**config.mk**
```make
export PLATFORM = sky130hd
export DESIGN_NAME = md5_hash_engine_core
export DESIGN_NICKNAME = d
export VERILOG_FILES = /design/src/rtl/md5_pkg.sv /design/src/rtl/md5_hash_engine_core.sv /design/src/rtl/md5_datapath.sv /design/src/rtl/md5_ctrl.sv
export SDC_FILE = /design/constraint.sdc
export NUM_CORES = 2
export LEC_CHECK = 0
export ABC_AREA = 1
export BUFFER_PORTS_ARGS = -buffer_cell sky130_fd_sc_hd__buf_2
export CORE_MARGIN = 4
export CORE_UTILIZATION = 34
export CTS_BUF_LIST = sky130_fd_sc_hd__clkbuf_16
export DETAILED_ROUTE_END_ITERATION = 7
export PLACE_DENSITY_LB_ADDON = 0.3
export RECOVER_POWER = 25
export SETUP_SLACK_MARGIN = 0.05
export SLEW_MARGIN = 20
export SYNTH_ARGS = -nofsm -noshare
export SYNTH_HDL_FRONTEND = slang
export SYNTH_SLANG_ARGS = --single-unit
```
**constraint.sdc**
```tcl
create_clock -name aclk -period 8.69 [get_ports aclk]
set_clock_uncertainty 0.05 [all_clocks]
set_input_delay 0.869 -clock aclk [delete_from_list [all_inputs] [get_ports aclk]]
set_output_delay 0.869 -clock aclk [all_outputs]
set_load 0.05 [all_outputs]
```
**src/rtl/md5_pkg.sv**
```systemverilog
// Package: MD5 engine types, constants and round tables.
package md5_pkg;

    localparam logic [31:0] INIT_A = 32'h67452301;
    localparam logic [31:0] INIT_B = 32'hefcdab89;
    localparam logic [31:0] INIT_C = 32'h98badcfe;
    localparam logic [31:0] INIT_D = 32'h10325476;
    localparam logic [31:0] PAD_WORD = 32'h00000080;

    typedef enum logic [2:0] {
        WSEL_DATA = 3'd0,
        WSEL_ZERO = 3'd1,
        WSEL_LEN_LO = 3'd2,
        WSEL_LEN_HI = 3'd3,
        WSEL_PAD80 = 3'd4
    } wsel_t;

    typedef struct packed {
        logic  load;      // capture input item
        logic  put;       // write one word into the buffer
        wsel_t wsel;
        logic  start;     // begin compression
        logic  reinit;    // restore chaining words, clear length and word index
    } md5_cmd_t;

    typedef struct packed {
        logic       busy;     // compression running
        logic [3:0] widx;
        logic       last;
        logic       pend80;   // full last word: 0x80 word still due
    } md5_sts_t;

    function automatic logic [31:0] sine_k(input logic [5:0] r);
        logic [31:0] k;
        unique case (r)
            6'd0: k = 32'hd76aa478; 6'd1: k = 32'he8c7b756; 6'd2: k = 32'h242070db;
            6'd3: k = 32'hc1bdceee; 6'd4: k = 32'hf57c0faf; 6'd5: k = 32'h4787c62a;
            6'd6: k = 32'ha8304613; 6'd7: k = 32'hfd469501; 6'd8: k = 32'h698098d8;
            6'd9: k = 32'h8b44f7af; 6'd10: k = 32'hffff5bb1; 6'd11: k = 32'h895cd7be;
            6'd12: k = 32'h6b901122; 6'd13: k = 32'hfd987193; 6'd14: k = 32'ha679438e;
            6'd15: k = 32'h49b40821; 6'd16: k = 32'hf61e2562; 6'd17: k = 32'hc040b340;
            6'd18: k = 32'h265e5a51; 6'd19: k = 32'he9b6c7aa; 6'd20: k = 32'hd62f105d;
            6'd21: k = 32'h02441453; 6'd22: k = 32'hd8a1e681; 6'd23: k = 32'he7d3fbc8;
            6'd24: k = 32'h21e1cde6; 6'd25: k = 32'hc33707d6; 6'd26: k = 32'hf4d50d87;
            6'd27: k = 32'h455a14ed; 6'd28: k = 32'ha9e3e905; 6'd29: k = 32'hfcefa3f8;
            6'd30: k = 32'h676f02d9; 6'd31: k = 32'h8d2a4c8a; 6'd32: k = 32'hfffa3942;
            6'd33: k = 32'h8771f681; 6'd34: k = 32'h6d9d6122; 6'd35: k = 32'hfde5380c;
            6'd36: k = 32'ha4beea44; 6'd37: k = 32'h4bdecfa9; 6'd38: k = 32'hf6bb4b60;
            6'd39: k = 32'hbebfbc70; 6'd40: k = 32'h289b7ec6; 6'd41: k = 32'heaa127fa;
            6'd42: k = 32'hd4ef3085; 6'd43: k = 32'h04881d05; 6'd44: k = 32'hd9d4d039;
            6'd45: k = 32'he6db99e5; 6'd46: k = 32'h1fa27cf8; 6'd47: k = 32'hc4ac5665;
            6'd48: k = 32'hf4292244; 6'd49: k = 32'h432aff97; 6'd50: k = 32'hab9423a7;
            6'd51: k = 32'hfc93a039; 6'd52: k = 32'h655b59c3; 6'd53: k = 32'h8f0ccc92;
            6'd54: k = 32'hffeff47d; 6'd55: k = 32'h85845dd1; 6'd56: k = 32'h6fa87e4f;
            6'd57: k = 32'hfe2ce6e0; 6'd58: k = 32'ha3014314; 6'd59: k = 32'h4e0811a1;
            6'd60: k = 32'hf7537e82; 6'd61: k = 32'hbd3af235; 6'd62: k = 32'h2ad7d2bb;
            default: k = 32'heb86d391;
        endcase
        return k;
    endfunction

    function automatic logic [4:0] rot_amt(input logic [3:0] i);
        logic [4:0] s;
        unique case (i)
            4'd0: s = 5'd7;   4'd1: s = 5'd12;  4'd2: s = 5'd17;  4'd3: s = 5'd22;
            4'd4: s = 5'd5;   4'd5: s = 5'd9;   4'd6: s = 5'd14;  4'd7: s = 5'd20;
            4'd8: s = 5'd4;   4'd9: s = 5'd11;  4'd10: s = 5'd16; 4'd11: s = 5'd23;
            4'd12: s = 5'd6;  4'd13: s = 5'd10; 4'd14: s = 5'd15; default: s = 5'd21;
        endcase
        return s;
    endfunction

endpackage

```
**src/rtl/md5_hash_engine_core.sv**
```systemverilog
// Top level: MD5 digest engine with stream input and two-item digest output.
// Each input item carries one little-endian 32-bit message word. An item that does
// not fill a 16-word block is written to the buffer; one that completes a block
// also starts the 64 rounds, computed one round per cycle in a single round unit. The
// last item of a message adds padding writes and one or two further compressions,
// after which the digest leaves as two 64-bit items, bytes 0-7 then bytes 8-15 with
// tlast set. The engine then reinitializes for the next message.
module md5_hash_engine_core
    import md5_pkg::*;
(
    input  logic        aclk,
    input  logic        aresetn,
    input  logic        s_tvalid,
    output logic        s_tready,
    input  logic [39:0] s_tdata,   // data_word[31:0], valid_bytes[34:32], zeros[39:35]
    input  logic        s_tlast,   // last_word
    output logic        m_tvalid,
    input  logic        m_tready,
    output logic [63:0] m_tdata,   // digest_part[63:0]
    output logic        m_tlast    // final_part
);

    md5_cmd_t     cmd;
    md5_sts_t     sts;
    logic [127:0] digest;
    logic         out_sel, out_cap;

    md5_datapath u_dp (
        .aclk     (aclk),
        .aresetn  (aresetn),
        .in_data  (s_tdata[31:0]),
        .in_bytes (s_tdata[34:32]),
        .in_last  (s_tlast),
        .cmd      (cmd),
        .sts      (sts),
        .digest   (digest)
    );

    md5_ctrl u_ctrl (
        .aclk      (aclk),
        .aresetn   (aresetn),
        .in_valid  (s_tvalid),
        .in_ready  (s_tready),
        .out_valid (m_tvalid),
        .out_ready (m_tready),
        .out_sel   (out_sel),
        .out_cap   (out_cap),
        .cmd       (cmd),
        .sts       (sts)
    );

    assign m_tdata = (out_sel || out_cap) ? digest[127:64] : digest[63:0];
    assign m_tlast = out_sel;

endmodule

```
**src/rtl/md5_datapath.sv**
```systemverilog
// Datapath: input capture, block buffer, length counter and 64-round compression unit.
module md5_datapath
    import md5_pkg::*;
(
    input  logic        aclk,
    input  logic        aresetn,
    input  logic [31:0] in_data,
    input  logic [2:0]  in_bytes,
    input  logic        in_last,
    input  md5_cmd_t    cmd,
    output md5_sts_t    sts,
    output logic [127:0] digest
);

    logic [31:0] blk_mem [16];
    logic [31:0] word_reg, word_next;
    logic        last_reg, pend_reg, pend_next;
    logic [63:0] len_reg, len_next;
    logic [3:0]  widx_reg;
    logic        busy_reg;
    logic [5:0]  rnd_reg;
    logic [31:0] ca_reg, cb_reg, cc_reg, cd_reg;
    logic [31:0] a_reg, b_reg, c_reg, d_reg;
    logic [31:0] put_w;
    logic [31:0] f_val, sum, rot;
    logic [3:0]  g_idx;
    logic [2:0]  nb;
    logic [63:0] bits;

    always_comb begin
        nb = (in_bytes > 3'd4) ? 3'd4 : in_bytes;
        word_next = in_data;
        pend_next = 1'b0;
        len_next  = len_reg + 64'd4;
        if (in_last) begin
            len_next = len_reg + {61'd0, nb};
            unique case (nb)
                3'd0: word_next = PAD_WORD;
                3'd1: word_next = {16'd0, 8'h80, in_data[7:0]};
                3'd2: word_next = {8'd0, 8'h80, in_data[15:0]};
                3'd3: word_next = {8'h80, in_data[23:0]};
                default: begin
                    word_next = in_data;
                    pend_next = 1'b1;
                end
            endcase
        end
    end

    assign bits = {len_reg[60:0], 3'b000};

    always_comb begin
        unique case (cmd.wsel)
            WSEL_DATA:   put_w = word_reg;
            WSEL_PAD80:  put_w = PAD_WORD;
            WSEL_ZERO:   put_w = '0;
            WSEL_LEN_LO: put_w = bits[31:0];
            default:     put_w = bits[63:32];
        endcase
    end

    always_comb begin
        unique case (rnd_reg[5:4])
            2'd0: begin
                f_val = (b_reg & c_reg) | (~b_reg & d_reg);
                g_idx = rnd_reg[3:0];
            end
            2'd1: begin
                f_val = (b_reg & d_reg) | (c_reg & ~d_reg);
                g_idx = 4'({rnd_reg[3:0], 2'b00} + {2'b00, rnd_reg[3:0]} + 6'd1);
            end
            2'd2: begin
                f_val = b_reg ^ c_reg ^ d_reg;
                g_idx = 4'({rnd_reg[3:0], 1'b0} + {1'b0, rnd_reg[3:0]} + 5'd5);
            end
            default: begin
                f_val = c_reg ^ (b_reg | ~d_reg);
                g_idx = 4'({rnd_reg[3:0], 3'b000} - {3'b000, rnd_reg[3:0]});
            end
        endcase
        sum = a_reg + f_val + sine_k(rnd_reg) + blk_mem[g_idx];
        rot = 32'(({sum, sum} << rot_amt({rnd_reg[5:4], rnd_reg[1:0]})) >> 32);
    end

    always_ff @(posedge aclk) begin
        if (cmd.load) begin
            word_reg <= word_next;
            last_reg <= in_last;
        end
        if (cmd.put) begin
            blk_mem[widx_reg] <= put_w;
        end
        if (cmd.start) begin
            a_reg <= ca_reg; b_reg <= cb_reg; c_reg <= cc_reg; d_reg <= cd_reg;
        end else if (busy_reg) begin
            a_reg <= d_reg;
            d_reg <= c_reg;
            c_reg <= b_reg;
            b_reg <= b_reg + rot;
        end
    end

    always_ff @(posedge aclk) begin
        if (!aresetn) begin
            len_reg  <= '0;
            widx_reg <= '0;
            pend_reg <= 1'b0;
            busy_reg <= 1'b0;
            rnd_reg  <= '0;
            ca_reg <= INIT_A; cb_reg <= INIT_B; cc_reg <= INIT_C; cd_reg <= INIT_D;
        end else begin
            if (cmd.load) begin
                len_reg  <= len_next;
                pend_reg <= pend_next;
            end else if (cmd.put && cmd.wsel == WSEL_PAD80) begin
                pend_reg <= 1'b0;
            end
            if (cmd.put) begin
                widx_reg <= widx_reg + 4'd1;
            end
            if (cmd.start) begin
                busy_reg <= 1'b1;
                rnd_reg  <= '0;
            end else if (busy_reg) begin
                rnd_reg <= rnd_reg + 6'd1;
                if (rnd_reg == 6'd63) begin
                    busy_reg <= 1'b0;
                    ca_reg <= ca_reg + d_reg;
                    cb_reg <= cb_reg + b_reg + rot;
                    cc_reg <= cc_reg + b_reg;
                    cd_reg <= cd_reg + c_reg;
                end
            end
            if (cmd.reinit) begin
                ca_reg <= INIT_A; cb_reg <= INIT_B; cc_reg <= INIT_C; cd_reg <= INIT_D;
                len_reg  <= '0;
                widx_reg <= '0;
            end
        end
    end

    assign sts.busy   = busy_reg;
    assign sts.widx   = widx_reg;
    assign sts.last   = last_reg;
    assign sts.pend80 = pend_reg;
    assign digest = {cd_reg, cc_reg, cb_reg, ca_reg};

endmodule

```
**src/rtl/md5_ctrl.sv**
```systemverilog
// Controller: sequences word writes, padding, compressions and digest output.
module md5_ctrl
    import md5_pkg::*;
(
    input  logic     aclk,
    input  logic     aresetn,
    input  logic     in_valid,
    output logic     in_ready,
    output logic     out_valid,
    input  logic     out_ready,
    output logic     out_sel,
    output logic     out_cap,
    output md5_cmd_t cmd,
    input  md5_sts_t sts
);

    typedef enum logic [6:0] {
        ST_IDLE  = 7'b0000001,
        ST_PUT   = 7'b0000010,
        ST_PAD80 = 7'b0000100,
        ST_PAD   = 7'b0001000,
        ST_COMP  = 7'b0010000,
        ST_OUT0  = 7'b0100000,
        ST_OUT1  = 7'b1000000
    } state_t;

    state_t state_reg, state_next;
    logic   tail_reg, tail_next;
    logic   fit_reg, fit_next;
    logic   wrap;

    assign in_ready  = (state_reg == ST_IDLE);
    assign out_valid = (state_reg == ST_OUT0) || (state_reg == ST_OUT1);
    assign out_sel   = (state_reg == ST_OUT1);
    assign out_cap   = 1'b0;
    assign wrap      = (sts.widx == 4'd15);

    always_comb begin
        state_next = state_reg;
        tail_next  = tail_reg;
        fit_next   = fit_reg;
        cmd = '0;
        cmd.wsel = WSEL_DATA;
        unique case (state_reg)
            ST_IDLE: begin
                if (in_valid) begin
                    cmd.load   = 1'b1;
                    state_next = ST_PUT;
                end
            end
            ST_PUT: begin
                cmd.put = 1'b1;
                tail_next = 1'b0;
                if (wrap) begin
                    cmd.start  = 1'b1;
                    state_next = ST_COMP;
                    tail_next  = sts.last;
                end else if (sts.last) begin
                    state_next = sts.pend80 ? ST_PAD80 : ST_PAD;
                    fit_next   = (sts.widx != 4'd14);
                end else begin
                    state_next = ST_IDLE;
                end
            end
            ST_PAD80: begin
                cmd.put  = 1'b1;
                cmd.wsel = WSEL_PAD80;
                state_next = ST_PAD;
                fit_next   = (sts.widx != 4'd14);
                if (wrap) begin
                    cmd.start  = 1'b1;
                    state_next = ST_COMP;
                    tail_next  = 1'b1;
                end
            end
            ST_PAD: begin
                cmd.put  = 1'b1;
                cmd.wsel = (fit_reg && sts.widx == 4'd14) ? WSEL_LEN_LO :
                           (fit_reg && sts.widx == 4'd15) ? WSEL_LEN_HI : WSEL_ZERO;
                if (wrap) begin
                    cmd.start  = 1'b1;
                    state_next = ST_COMP;
                    tail_next  = !fit_reg;
                end
            end
            ST_COMP: begin
                if (!sts.busy) begin
                    if (tail_reg) begin
                        state_next = sts.pend80 ? ST_PAD80 : ST_PAD;
                        fit_next   = 1'b1;
                    end else if (sts.last) begin
                        state_next = ST_OUT0;
                    end else begin
                        state_next = ST_IDLE;
                    end
                end
            end
            ST_OUT0: begin
                if (out_ready) begin
                    state_next = ST_OUT1;
                end
            end
            ST_OUT1: begin
                if (out_ready) begin
                    cmd.reinit = 1'b1;
                    state_next = ST_IDLE;
                end
            end
            default: state_next = ST_IDLE;
        endcase
    end

    always_ff @(posedge aclk) begin
        if (!aresetn) begin
            state_reg <= ST_IDLE;
            tail_reg  <= 1'b0;
            fit_reg   <= 1'b1;
        end else begin
            state_reg <= state_next;
            tail_reg  <= tail_next;
            fit_reg   <= fit_next;
        end
    end

endmodule

```
==> flow_summary.yaml <==
route:
  drc_errors: 0
  drtIter0Drc: 5630
  met1_length_um: 93500
  met2_length_um: 96800
  top_routing_layer_in_use: "met5"
  wirelength_um: 216000
  detailroute.wirelength.met3_um: 15800
  route.antenna.remaining_nets: 0
  routed_via_density: 5.43
  wire_per_inst_um: 21.8
  drtPass1Iterations: 6
  vias: 53800
setup_path:
  worstReg2RegStart: "u_dp.rnd_reg[1]$_SDFFE_PP0P_"
  crit_required_ns: 9.21
  timing.rr.end: "u_dp.cb_reg[5]$_SDFFE_PP0P_"
  max_stage_delay_ns: 0.51
  worst_path_class_setup: "reg -> reg"
  cpMostUsedCell: "buf_4"
  maximum_fanout_along_the_worst_path: 22
  timing.critical_path.from_type: "flip-flop"
  setup.reg_to_reg.worst_slack_ns: -0.22
  startpoint_of_the_worst_setup_timing_path: "u_dp.rnd_reg[1]$_SDFFE_PP0P_"
  setup.worst_path.end: "u_dp.cb_reg[5]$_SDFFE_PP0P_"
  cpMaxStageDelayCell: "fa_2"
  worst-endpoint-arrival_ns: 9.43
  critical_path_sink_type: "flip-flop"
  reg2regPathDepth: 56
clocking:
  cts_tree: "yes"
  worst_path_clk_slew_ns: 0.06
  clock_sink_count: 920
  clock_tree.root_cell: "clkbuf_16"
  clock_insertion_delay_worst_skew_ns: 0.75
  max-clock-path-buffers: 3
  number_of_buffers_inserted_during_clock_tree_synthesis: 101
  cts_h_tree_depth: 3
floorplanning:
  initial_core_util_pct: 34.2
  rows: 150
  top_level_ports: 112
  die_area_mm2: 0.175
  floorplan.core_area_mm2: 0.167
  die_w_um: 418
  chipHeight_um: 418
synth:
  postSynthNetCount: 7339
  synthMostInstantiatedCell: "nand2_1"
  synthesis.area_per_instance_um2: 8.19
  syn_area_mm2: 0.0571
  netlist_instances: 6977
  synth_seq_cells: 920
  synth_largest_type_area_fraction_pct: 35.4
  synth-async-reset-ratio_pct: 0
  synth-edff-count: 673
  post_synth_main_area_contributors: "edfxtp_1 35%, nand2_1 8.7%, dfxtp_1 8.7%, nand3_1 6.6%, inv_1 5.9%"
  synth.top_cells.by_count: "1323 x nand2_1, 894 x inv_1, 751 x nand3_1, 673 x edfxtp_1, 580 x o21ai_0"
  yosysWarnings: 0
  synth_ff_type: "edfxtp_1"
  seq_area_frac_synth_pct: 44.0
  yosys.area.top_type: "edfxtp_1"
  ys_types: 77
global_route:
  number_of_antenna_violations_at_the_first_check_in_global_routing: 9
  largest_net_degree_at_the_start_of_global_routing: 85
  globalRoute.totalOverflow: 0
  grt_pass1_vias: 51300
  global_route.usage.total_pct: 23.9
  grt_pass1_wl_um: 319000
timing:
  finalHoldWorstSlack_ns: 0.367
  grt_setup_unrepaired: "yes"
  fmax_ghz: 0.112
  maxSlewHeadroom_pct: -110
  setup_violations: 13
  worst-slew-pin-transition_ns: 3.16
  fin_crit_ns: 8.91
  final_setup_margin_ns: -0.221
  finalMaxSlewViolations: 308
  timing.final.crit_share_pct: 103
  report.final.hold_viol_count: 0
place:
  place_area_mm2: 0.0649
  gp_weighted_congestion: 0.962
  post-place-cells: 9628
  place_hpwl_um: 151000
  port-buffer-count: 106
power_and_ir_drop:
  power.clock.fraction_pct: 40.0
  power.leakage_nw: 29.2
  netSwitchingPower_mw: 2.92
  vdd.ir_drop.worst_v: 0.000152
  power_density_mw_per_mm2: 152
  power.share.sequential_pct: 44.3
  p_sw_share_pct: 26.9
  internal-power_mw: 7.94
  power.combinational.fraction_pct: 15.7
hold_path:
  holdCritPathClass: "in -> reg"
cells_and_area:
  largest_reg_flops: 512
  final_cells: 9924
  final_layout_size_suffix_gt1_share_pct: 20.1
  final_util_pct: 42.8
  layout-area-overhead-vs-synth_pct: 25.1
  final_cell_area_mm2: 0.0714
  nets: 7995
outcome:
  violations_in_the_final_reports: "max-capacitance violations, max-slew violations, negative setup slack"
  status: "finished, violations left"
flow_run:
  max_cap_viol_count: 8
metal layers:
layer  vias to the layer above  GRT usage (%)
met4                         2           9.57
li1                      25300              -
met1                     26100           32.8
met2                      2056           38.1
met5                         -              0
met3                       400           3.34
final cells by class:
cell class	count	area [µm²]
inverter	934	3540
fill	16500	95600
clock inverter	84	776
multi-input combinational	4806	29400
tap	2204	2760
antenna	5	12.5
clock buffer	101	2530
timing repair buffer	870	7200
sequential	920	25200
power by group through the flow:
stage | combinational [mW] | sequential, mW | clock (mW)
floorplan | 0.741 | 4.90 | 0
global placement | 1.41 | 4.91 | 0
detailed placement | 1.42 | 4.91 | 0
CTS | 1.55 | 4.81 | 4.43
global route | 1.84 | 4.82 | 4.60
finish | 1.70 | 4.82 | 4.35
metrics by stage:
step / TNS, ns / power (mW) / setup slack (ns)
after global placement: -19.00 / 6.32 / -0.825
after detailed placement: -22.68 / 6.33 / -0.894
after global routing: -14.12 / 11.3 / -0.599
after floorplan: 0 / 5.65 / 0.189
after CTS: -0.138 / 10.8 / -0.0463
final: -1.19 / 10.9 / -0.221
what timing repair did:
action                                  in CTS  in global routing
endpoints found under the setup margin      45                 46
gates cloned                                11                  0
setup buffers                               60                 42
resized for setup                          336                295
hold buffers                                 0                  0
pin swaps                                   81                168
cell usage in the layout (no fill, tap or decap), drive strengths merged, types with 9 or more instances in the layout:
cell type,count
o22ai,17
a31oi,46
nand3,754
nor3,109
edfxtp,673
a21boi,18
or2,35
a21oi,517
inv,943
o211ai,106
o2111ai,18
fa,100
o21a,31
xor2,70
a32oi,22
a21o,9
nand4,29
ha,217
nand2,1342
xnor2,58
dfxtp,247
o221ai,40
buf,850
a211oi,11
nor2,446
nor4,28
o21bai,11
clkbuf,121
a32o,63
bufinv,10
clkinv,57
o21ai,659
critical path: cells and delay by family, from the launching register on:
| family | cells | cell delay, ns |
|---|---|---|
| compound gates | 9 | 0.99 |
| fa+ha+maj | 7 | 2.73 |
| buf+inv | 24 | 2.89 |
| flops | 1 | 0.38 |
| simple gates | 16 | 1.64 |
cells by family after synthesis:
family	after synthesis	share of synthesized area, %
AND/OR/NAND/NOR	2753	20.9
AO/OA/AOI/OAI	1605	16.5
buffers and inverters	1253	8.40
flip-flops	920	44.0
adder cells (fa/ha/maj)	317	8.26
XOR/XNOR	128	1.96
multiplexers	1	0.0175
worst min path at each step:
stage	from	endpoint	slack, ns	cells after the start
finish	s_tdata[10]	u_dp.word_reg[10]$_DFFE_PP_	0.37	3
global route	s_tdata[10]	u_dp.word_reg[10]$_DFFE_PP_	0.36	3
CTS	s_tdata[10]	u_dp.word_reg[10]$_DFFE_PP_	0.32	3
detailed placement	u_dp.len_reg[31]$_SDFFE_PP0P_	u_dp.len_reg[31]$_SDFFE_PP0P_	0.38	1
global placement	u_dp.len_reg[31]$_SDFFE_PP0P_	u_dp.len_reg[31]$_SDFFE_PP0P_	0.37	1
floorplan	u_dp.len_reg[31]$_SDFFE_PP0P_	u_dp.len_reg[31]$_SDFFE_PP0P_	0.36	1
Note: power is estimated with default switching activity, not from simulation.
